--- src/sttbl_pkg.sv ---
// Shared types, codes and constants for the soft timer table.
// Used by sttbl_cell, soft_timer_table_top and sttbl_checker; no dependencies.
`default_nettype none

package sttbl_pkg;

    localparam int SLOTS          = 15;
    localparam int TICK_PERIOD_MS = 10;
    localparam int MAX_FIRES      = 15;

    localparam int NOW_W    = 32;
    localparam int REQ_W    = 16;
    localparam int PERIOD_W = 17;
    localparam int CB_W     = 8;
    localparam int IDX_W    = 4;
    localparam int KIND_W   = 3;
    localparam int FIRE_W   = $clog2(MAX_FIRES + 1);

    // ceil(p / tick) by reciprocal multiply, exact for PERIOD_W-bit dividends
    localparam int  TICK_L    = $clog2(TICK_PERIOD_MS);
    localparam int  DIV_SHIFT = PERIOD_W + TICK_L;
    localparam int  MUL_W     = PERIOD_W + 1;
    localparam int  PROD_W    = PERIOD_W + MUL_W;
    localparam longint DIV_MUL =
        ((longint'(1) << DIV_SHIFT) + TICK_PERIOD_MS - 1) / TICK_PERIOD_MS;

    typedef enum logic [1:0] {
        OP_POLL = 2'd0,
        OP_REG  = 2'd1,
        OP_REM  = 2'd2,
        OP_NONE = 2'd3
    } op_t;

    localparam logic [1:0] MODE_FREE     = 2'd0;
    localparam logic [1:0] MODE_SINGLE   = 2'd1;
    localparam logic [1:0] MODE_PERIODIC = 2'd2;

    localparam logic [KIND_W-1:0] KIND_FIRED      = 3'd0;
    localparam logic [KIND_W-1:0] KIND_REGISTERED = 3'd1;
    localparam logic [KIND_W-1:0] KIND_FULL       = 3'd2;
    localparam logic [KIND_W-1:0] KIND_REMOVED    = 3'd3;
    localparam logic [KIND_W-1:0] KIND_NOT_FOUND  = 3'd4;
    localparam logic [KIND_W-1:0] KIND_POLL_DONE  = 3'd5;

    typedef struct packed {
        op_t                 op;
        logic [NOW_W-1:0]    now;
        logic [PERIOD_W-1:0] period;
        logic [CB_W-1:0]     cb;
        logic                single;
    } cmd_t;

    typedef struct packed {
        logic              valid;
        logic              done;
        logic [FIRE_W-1:0] fires;
    } token_t;

    typedef struct packed {
        logic              valid;
        logic [KIND_W-1:0] kind;
        logic [IDX_W-1:0]  idx;
        logic [CB_W-1:0]   id;
        logic              last;
    } event_t;

    function automatic logic [PERIOD_W-1:0] tick_quot(input logic [REQ_W-1:0] p);
        logic [PERIOD_W-1:0] x;
        logic [PROD_W-1:0]   prod;
        x    = PERIOD_W'(p) + PERIOD_W'(TICK_PERIOD_MS - 1);
        prod = PROD_W'(x) * PROD_W'(DIV_MUL);
        return PERIOD_W'(prod >> DIV_SHIFT);
    endfunction

endpackage

`default_nettype wire

--- src/soft_timer_table_top.sv ---
// Soft timer table top level: input register, chain of slot cells, output stage.
// Depends on sttbl_pkg and sttbl_cell.
//
// A table of SLOTS timer slots held in a chain of cells. Each accepted command
// (poll, register, remove) launches a token that walks the chain one cell per
// cycle while the output beat register is not held by m_axis_tready; every cell
// acts on its own slot as the token passes, so results come out in slot order.
// One command is in flight at a time: s_axis_tready returns once the token has
// passed the tail register, and later while m_axis_tready holds the output beat.
// The last beat of a command may still wait at the output while the next command
// is accepted. Opcode 3 is dropped with no result. Register rounds the period up
// to a whole number of ticks; a full table gives register_full.
`default_nettype none

module soft_timer_table_top
    import sttbl_pkg::*;
(
    input  wire logic        clk,
    input  wire logic        rst_n,
    input  wire logic        s_axis_tvalid,
    output logic             s_axis_tready,
    input  wire logic [63:0] s_axis_tdata,   // now[31:0], period[47:32],
                                             // callback_id[55:48], single_shot[56]
    input  wire logic [1:0]  s_axis_tuser,   // opcode[1:0]
    output logic             m_axis_tvalid,
    input  wire logic        m_axis_tready,
    output logic [15:0]      m_axis_tdata,   // slot_index[3:0], fired_id[11:4]
    output logic [2:0]       m_axis_tuser,   // kind[2:0]
    output logic             m_axis_tlast
);

    logic                busy_reg, busy_next;
    token_t              head_reg, head_next;
    token_t              tail_reg;
    op_t                 op_reg;
    logic [NOW_W-1:0]    now_reg;
    logic [PERIOD_W-1:0] quot_reg;
    logic [CB_W-1:0]     cb_reg;
    logic                single_reg;
    logic                m_valid_reg;
    logic [KIND_W-1:0]   m_kind_reg;
    logic [IDX_W-1:0]    m_idx_reg;
    logic [CB_W-1:0]     m_id_reg;
    logic                m_last_reg;

    logic                     accept;
    logic                     adv;
    op_t                      in_op;
    cmd_t                     cmd;
    token_t                   chain [SLOTS+1];
    event_t                   cell_ev [SLOTS];
    logic [$bits(event_t)-1:0] ev_acc;
    event_t                   ev_all;
    event_t                   tail_ev;

    assign in_op         = op_t'(s_axis_tuser);
    assign s_axis_tready = !busy_reg;
    assign accept        = s_axis_tvalid && !busy_reg;
    assign adv           = !m_valid_reg || m_axis_tready;

    assign cmd.op     = op_reg;
    assign cmd.now    = now_reg;
    assign cmd.period = PERIOD_W'(quot_reg * PERIOD_W'(TICK_PERIOD_MS));
    assign cmd.cb     = cb_reg;
    assign cmd.single = single_reg;

    assign chain[0] = head_reg;

    for (genvar g = 0; g < SLOTS; g++)
    begin : g_cell
        sttbl_cell u_cell (
            .clk     (clk),
            .rst_n   (rst_n),
            .idx     (IDX_W'(g)),
            .adv     (adv),
            .cmd     (cmd),
            .tok_in  (chain[g]),
            .tok_out (chain[g+1]),
            .ev      (cell_ev[g])
        );
    end

    // end of run: closing beat
    always_comb
    begin
        tail_ev = '0;
        if (tail_reg.valid)
        begin
            unique case (op_reg)
                OP_POLL: tail_ev = '{1'b1, KIND_POLL_DONE, '0, '0, 1'b1};
                OP_REG:
                begin
                    if (!tail_reg.done)
                        tail_ev = '{1'b1, KIND_FULL, '0, '0, 1'b1};
                end
                OP_REM:
                begin
                    if (!tail_reg.done)
                        tail_ev = '{1'b1, KIND_NOT_FOUND, '0, '0, 1'b1};
                end
                OP_NONE:
                begin
                end
            endcase
        end
    end

    // only the cell or tail stage holding the token drives a nonzero event
    always_comb
    begin
        ev_acc = tail_ev;
        for (int i = 0; i < SLOTS; i++)
            ev_acc = ev_acc | cell_ev[i];
        ev_all = event_t'(ev_acc);
    end

    always_comb
    begin
        busy_next = busy_reg;
        head_next = head_reg;
        if (adv)
            head_next = '0;
        if (tail_reg.valid && adv)
            busy_next = 1'b0;
        if (accept && (in_op != OP_NONE))
        begin
            busy_next = 1'b1;
            head_next = '{1'b1, 1'b0, '0};
        end
    end

    always_ff @(posedge clk or negedge rst_n)
    begin
        if (!rst_n)
        begin
            busy_reg    <= 1'b0;
            head_reg    <= '0;
            tail_reg    <= '0;
            m_valid_reg <= 1'b0;
        end
        else
        begin
            busy_reg <= busy_next;
            head_reg <= head_next;
            if (adv)
            begin
                tail_reg    <= chain[SLOTS];
                m_valid_reg <= ev_all.valid;
            end
        end
    end

    always_ff @(posedge clk)
    begin
        if (accept)
        begin
            op_reg     <= in_op;
            now_reg    <= s_axis_tdata[31:0];
            quot_reg   <= tick_quot(s_axis_tdata[47:32]);
            cb_reg     <= s_axis_tdata[55:48];
            single_reg <= s_axis_tdata[56];
        end
        if (adv)
        begin
            m_kind_reg <= ev_all.kind;
            m_idx_reg  <= ev_all.idx;
            m_id_reg   <= ev_all.id;
            m_last_reg <= ev_all.last;
        end
    end

    assign m_axis_tvalid = m_valid_reg;
    assign m_axis_tdata  = {4'b0, m_id_reg, m_idx_reg};
    assign m_axis_tuser  = m_kind_reg;
    assign m_axis_tlast  = m_last_reg;

endmodule

`default_nettype wire

--- src/sttbl_cell.sv ---
// One timer slot of the chain: holds mode, period, start and callback id,
// acts on the token passing through it. Depends on sttbl_pkg.
`default_nettype none

module sttbl_cell
    import sttbl_pkg::*;
(
    input  wire logic             clk,
    input  wire logic             rst_n,
    input  wire logic [IDX_W-1:0] idx,
    input  wire logic             adv,
    input  wire cmd_t             cmd,
    input  wire token_t           tok_in,
    output token_t                tok_out,
    output event_t                ev
);

    token_t              tok_reg;
    logic [1:0]          mode_reg, mode_next;
    logic [PERIOD_W-1:0] period_reg, period_next;
    logic [NOW_W-1:0]    start_reg, start_next;
    logic [CB_W-1:0]     cb_reg, cb_next;
    logic                used;
    logic                due;
    logic [NOW_W-1:0]    elapsed;

    assign used    = (mode_reg != MODE_FREE);
    assign elapsed = cmd.now - start_reg;
    assign due     = used && (elapsed >= NOW_W'(period_reg));

    always_comb
    begin
        tok_out     = tok_reg;
        ev          = '0;
        mode_next   = mode_reg;
        period_next = period_reg;
        start_next  = start_reg;
        cb_next     = cb_reg;
        if (tok_reg.valid)
        begin
            unique case (cmd.op)
                OP_REG:
                begin
                    if (!tok_reg.done && !used)
                    begin
                        tok_out.done = 1'b1;
                        ev           = '{1'b1, KIND_REGISTERED, idx, cmd.cb, 1'b1};
                        if (adv)
                        begin
                            mode_next   = cmd.single ? MODE_SINGLE : MODE_PERIODIC;
                            period_next = cmd.period;
                            start_next  = cmd.now;
                            cb_next     = cmd.cb;
                        end
                    end
                end
                OP_REM:
                begin
                    if (!tok_reg.done && used && (cb_reg == cmd.cb))
                    begin
                        tok_out.done = 1'b1;
                        ev           = '{1'b1, KIND_REMOVED, idx, cmd.cb, 1'b1};
                        if (adv)
                            mode_next = MODE_FREE;
                    end
                end
                OP_POLL:
                begin
                    if (due)
                    begin
                        if (tok_reg.fires < FIRE_W'(MAX_FIRES))
                        begin
                            tok_out.fires = tok_reg.fires + 1'b1;
                            ev            = '{1'b1, KIND_FIRED, idx, cb_reg, 1'b0};
                        end
                        if (adv)
                        begin
                            if (mode_reg == MODE_SINGLE)
                                mode_next = MODE_FREE;
                            else
                                start_next = cmd.now;
                        end
                    end
                end
                OP_NONE:
                begin
                end
            endcase
        end
    end

    always_ff @(posedge clk or negedge rst_n)
    begin
        if (!rst_n)
        begin
            tok_reg  <= '0;
            mode_reg <= MODE_FREE;
        end
        else
        begin
            mode_reg <= mode_next;
            if (adv)
                tok_reg <= tok_in;
        end
    end

    always_ff @(posedge clk)
    begin
        period_reg <= period_next;
        start_reg  <= start_next;
        cb_reg     <= cb_next;
    end

endmodule

`default_nettype wire

--- config.mk ---
export PLATFORM = sky130hd
export DESIGN_NAME = soft_timer_table_top
export DESIGN_NICKNAME = d
export VERILOG_FILES = /design/src/sttbl_pkg.sv /design/src/soft_timer_table_top.sv /design/src/sttbl_cell.sv
export SDC_FILE = /design/constraint.sdc
export NUM_CORES = 2
export LEC_CHECK = 0
export BUFFER_PORTS_ARGS = -buffer_cell sky130_fd_sc_hd__buf_4
export CORE_MARGIN = 2
export CORE_UTILIZATION = 35
export CTS_BUF_LIST = sky130_fd_sc_hd__clkbuf_8
export DETAILED_ROUTE_END_ITERATION = 16
export HOLD_SLACK_MARGIN = 0.12
export PLACE_DENSITY = 0.57
export SYNTH_ARGS = -nofsm -noshare
export SYNTH_HDL_FRONTEND = slang
export SYNTH_SLANG_ARGS = --single-unit
--- constraint.sdc ---
create_clock -name clk -period 10.2 [get_ports clk]
set_input_delay 1.02 -clock clk [delete_from_list [all_inputs] [get_ports clk]]
set_output_delay 1.02 -clock clk [all_outputs]
set_load 0.02 [all_outputs]
==> results <==
- The flow ran to the end, and the final reports show no timing, DRC or antenna violations.
- Setup repair after global routing left no endpoint under its margin.
- The worst voltage drop across the vdd grid is 0.2673 mV.
- TritonCTS built the clock tree.
- The max-slew violation count is 0.
- Of the post-synthesis cell area, the part taken by muxes is 1.417%.
- Static timing analysis puts the maximum clock frequency at 0.1247 GHz.
- The register with the most flip-flops in the layout has 480 of them.
- The number of placed instances with taps included is 10710.
- The basic-gate share of the synthesized area counting and, or, nand and nor cells is roughly an eighth.
- The residual DRC count is 0.
- The worst hold path belongs to the class in2reg.
- The initial core utilization is 35.31%.
- The setup path with the least slack is of type reg2reg.
- The shortest period the worst path allows is 8.016 ns.
- The leakage power figure is 36.20 nW.
- The total power is approximately 0.016 W.
- Among all flip-flop cells after synthesis, the most frequent one is sky130_fd_sc_hd__edfxtp_1.
- between 90 and 100 I/O pins were placed.
- The switching power of the nets is 0.006316 W.
- Of the total power, the share spent switching nets is 39.52%.
- The post-synthesis adder-cell area fraction is 17.06%.
- The clock network is responsible for 24.3% of the overall power.
- The average cell area after synthesis is about 9.8 um^2.
- The number of antenna violations at the first check in global routing was 14.
- After synthesis, the largest family of logic cells by area is compound AO/OA/AOI/OAI gates.
- The share of the clock period used by the worst path after layout is between 70% and 80%.
- The die area is 223300 um^2.
- Sequential cells account for between 30% and 40% of the total power.
- The routed layout has 60880 vias.
- The final HPWL from detailed placement is 161.8 mm.
- The number of global-route vias before repair was 59270.
- The first global-routing pass estimated 353.4 mm of wire.
- The total overflow left after global routing is 0.
- The arrival time of data at the critical path endpoint is 8.64 ns.
- The H-tree generated during clock tree synthesis spans 4 levels.
- Across the run, the number of max-cap violations was 0.
- The final-report setup violation count is 0.
- The floorplan step defined a core boundary enclosing between 200000 and 250000 um^2.
- For the final routed database, the setup TNS stands at 0 ns.
- The share of the yosys chip area belonging to registers is between 30% and 40%.
- The detailed router's first-iteration violation count is 5305.
- In this run the power density over the cells is 187.5 nW/um^2.
- The synthesized flop and latch total is 1027.
- The number of fillers in the final layout is 21260.
- The unique cell type count in the Yosys netlist is approximately 120.
- At the pin with the least slew margin, the transition time is around 1.2 ns.
- The area added between synthesis and finish is 10.92%.
- Wires add up to between 200 and 250 mm.
- In the final layout, the share of cells above drive strength 1 is 7.857%.
- At the worst endpoint, the required time is 10.83 ns.
- The global-route total usage across every layer is 20.43%.
- From left edge to right edge, the die measures between 400 and 500 um.
- Cell internal power was estimated by the tool at between 0.009 and 0.01 W.
- The count of buffers added on input and output ports is 80.
- The slack of the worst reg-to-reg path is approximately 2.2 ns.
- The worst pin sits at a relative slew slack of 20.79%.
- The global placer's final weighted congestion is 0.9157.
- The worst hold-check slack is between 0.2 and 0.3 ns.
- Counting every instance in the synthesized netlist gives 7838.
- Yosys printed 0 warnings.
- The clock-pin slew on the worst setup and hold paths is 0.06 ns.
- Measured along the y axis, the die boundary spans 472.5 um.
- The startpoint type of the worst setup path is a register.
- The number of synthesized flops with an enable pin is 913.
- The iteration count of the initial detailed-routing pass is 6.
- The worst setup skew after layout is 0.07845 ns.
- The highest cell delay on the worst timing path is around 0.66 ns.
- Dividing the detail-routed via count by the number of cells gives 5.514.
- The number of standard cells in the final layout excluding fillers is between 10000 and 15000.
- The final hold violation count was 0.
- Summing the areas of all compound-gate instances in the mapped netlist gives 17.86% of the synthesized area.
- The total clock sinks is 1027.
- No sink is reached through more buffers than the 3 on the longest clock path.
- Combinational logic burns 40.7% of the power.
- The number of buffers inserted by post-CTS setup repair is 0.
- The final layout contains between 9000 and 10000 nets.
- In this run the remaining antenna-violating nets after routing total 0.
- For this run, asynchronously set or reset flops after synthesis account for 11.10%.
- The total standard cell area after synthesis is 76830 um^2.
- The maximum fanout along the worst path is 15.
- STA classifies the critical path endpoint as a register.
- The share of the core filled with cells is between 30% and 40%.
- The fraction of synthesized cell area in xor and xnor cells is 5.483%.
- The largest individual stage delay along the critical path comes from the cell sky130_fd_sc_hd__or4_4.
- The pin count of the biggest net entering global routing is 88.
- The CTS root buffer is sky130_fd_sc_hd__clkbuf_8.
- TritonCTS created 181 clock buffers.
- The number of cell rows is between 150 and 200.
- The wire length per cell is 21.02 um.
- The later pin in the worst-skew pair is clocked with a latency of 0.95 ns.
[path summary, 6_finish.rpt]
path,from,end,cells past startpoint
worst max-delay path,now_reg[0],m_id_reg[0],27
worst max register to register,now_reg[0],m_id_reg[0],27
worst min register to register,g_cell[14].u_cell.tok_reg[0],g_cell[14].u_cell.tok_reg[0],2
min in group asynchronous,rst_n,tail_reg[4],2
max in group asynchronous,rst_n,g_cell[7].u_cell.tok_reg[0],3
worst min-delay path,s_axis_tdata[48],cb_reg[0],1
[layer usage]
metal	track usage [%]	up-vias	part of all wire (%)
met4	7.979	0	3.9
met3	2.626	384	5.7
met2	33.17	1882	45
met1	27.60	29580	45
met5	0	-	0
li1	-	29040	-
[power by group through the flow]
stage | logic, W | clock network (W) | registers (W)
4_1_cts | 0.00653 | 0.00400 | 0.00559
5_1_grt | 0.00720 | 0.00417 | 0.00563
2_1_floorplan | 0.00398 | 0 | 0.00568
6_report | 0.00650 | 0.00388 | 0.00560
3_3_place_gp | 0.00640 | 0 | 0.00567
3_5_place_dp | 0.00647 | 0 | 0.00567
[final cells by class]
type	instances	area, um^2	area share (%)
Inverter	1027	3855	4.524
Antenna cell	3	7.507	0.008809
Clock inverter	132	898.4	1.054
Tap cell	2854	3571	4.190
Multi-Input combinational cell	5588	42150	49.47
Sequential cell	1027	30270	35.52
Timing Repair Buffer	215	1779	2.088
Clock buffer	195	2684	3.149
[kinds of logic after synthesis]
group / after synthesis
AO/OA/AOI/OAI: 2047
XOR/XNOR: 481
adder cells (fa/ha/maj): 986
buffers and inverters: 1226
flip-flops: 1027
multiplexers: 104
other: 1
AND/OR/NAND/NOR: 1966
[synthesized netlist by cell type (28+ instances only)]
cell | instances | share of area [%]
sky130_fd_sc_hd__a2111oi_0 | 40 | 0.46
sky130_fd_sc_hd__a211o_1 | 29 | 0.33
sky130_fd_sc_hd__a211oi_1 | 91 | 0.89
sky130_fd_sc_hd__a21o_1 | 192 | 1.9
sky130_fd_sc_hd__a21oi_1 | 529 | 3.4
sky130_fd_sc_hd__a31oi_1 | 81 | 0.66
sky130_fd_sc_hd__and2_1 | 38 | 0.31
sky130_fd_sc_hd__and3_1 | 64 | 0.52
sky130_fd_sc_hd__buf_2 | 30 | 0.20
sky130_fd_sc_hd__clkbuf_1 | 147 | 0.72
sky130_fd_sc_hd__dfrtp_1 | 114 | 3.7
sky130_fd_sc_hd__edfxtp_1 | 913 | 36
sky130_fd_sc_hd__fa_1 | 103 | 2.7
sky130_fd_sc_hd__ha_1 | 883 | 14
sky130_fd_sc_hd__inv_1 | 1024 | 5.0
sky130_fd_sc_hd__mux2_2 | 37 | 0.54
sky130_fd_sc_hd__mux2i_1 | 66 | 0.86
sky130_fd_sc_hd__nand2_1 | 554 | 2.7
sky130_fd_sc_hd__nand2b_1 | 107 | 0.87
sky130_fd_sc_hd__nand3_1 | 171 | 1.1
sky130_fd_sc_hd__nand4_1 | 115 | 0.94
sky130_fd_sc_hd__nor2_1 | 427 | 2.1
sky130_fd_sc_hd__nor2b_1 | 61 | 0.50
sky130_fd_sc_hd__nor3_1 | 159 | 1.0
sky130_fd_sc_hd__nor4_1 | 55 | 0.45
sky130_fd_sc_hd__o2111ai_1 | 36 | 0.41
sky130_fd_sc_hd__o211ai_1 | 95 | 0.93
sky130_fd_sc_hd__o21a_1 | 112 | 1.1
sky130_fd_sc_hd__o21ai_0 | 383 | 2.5
sky130_fd_sc_hd__o21bai_1 | 53 | 0.52
sky130_fd_sc_hd__o221ai_1 | 28 | 0.32
sky130_fd_sc_hd__or2_2 | 29 | 0.24
sky130_fd_sc_hd__or3_1 | 37 | 0.30
sky130_fd_sc_hd__xnor2_1 | 315 | 3.6
sky130_fd_sc_hd__xor2_1 | 166 | 1.9
[critical path: cells and delay by family, from the launching register on]
kind / cells / cell delay (ns)
buffers and inverters: 4 / 0.80
adder cells (fa/ha/maj): 3 / 0.98
AND/OR/NAND/NOR: 7 / 2.26
flip-flops: 1 / 0.53
AO/OA/AOI/OAI: 12 / 2.91
XOR/XNOR: 1 / 0.15
[stage by stage]
| stage | cell area, um^2 | worst slack, ns |
|---|---|---|
| after CTS | 85210 | 2.294 |
| final | 85220 | 2.184 |
| after floorplan | 76840 | 0.2481 |
| after detailed placement | 81620 | 1.275 |
| after global placement | 81620 | 1.257 |
| after global routing | 85210 | 1.713 |
[cell usage in the layout (no fill, tap or decap), types with 25 or more instances in the layout]
cell and count:
sky130_fd_sc_hd__nor4_1 50, sky130_fd_sc_hd__a21oi_1 529, sky130_fd_sc_hd__dfrtp_1 114, sky130_fd_sc_hd__o21a_1 112, sky130_fd_sc_hd__clkbuf_8 195, sky130_fd_sc_hd__clkinv_1 38, sky130_fd_sc_hd__nand3_1 171, sky130_fd_sc_hd__nor2_1 414
sky130_fd_sc_hd__mux2i_1 66, sky130_fd_sc_hd__and3_1 64, sky130_fd_sc_hd__buf_4 201, sky130_fd_sc_hd__a211oi_1 91, sky130_fd_sc_hd__o2111ai_1 36, sky130_fd_sc_hd__o21ai_0 383, sky130_fd_sc_hd__nor2b_1 59, sky130_fd_sc_hd__or2_2 29
sky130_fd_sc_hd__xor2_1 165, sky130_fd_sc_hd__o211ai_1 95, sky130_fd_sc_hd__a21o_1 192, sky130_fd_sc_hd__a31oi_1 81, sky130_fd_sc_hd__ha_1 880, sky130_fd_sc_hd__nand3b_1 25, sky130_fd_sc_hd__o221ai_1 28, sky130_fd_sc_hd__nand2_1 554
sky130_fd_sc_hd__edfxtp_1 913, sky130_fd_sc_hd__inv_1 1068, sky130_fd_sc_hd__or3_1 37, sky130_fd_sc_hd__nand4_1 115, sky130_fd_sc_hd__a211o_1 29, sky130_fd_sc_hd__nor3_1 153, sky130_fd_sc_hd__xnor2_1 305, sky130_fd_sc_hd__mux2_2 37
sky130_fd_sc_hd__nand2b_1 107, sky130_fd_sc_hd__a2111oi_0 39, sky130_fd_sc_hd__and2_1 38, sky130_fd_sc_hd__o21bai_1 53, sky130_fd_sc_hd__fa_1 103
[repair_timing]
item | 4_1_cts | 5_1_grt
gates resized for setup | 0 | 0
hold buffers | 1 | 0
hold endpoints to repair | 37 | 0
Note: power is estimated with default switching activity, not from simulation.
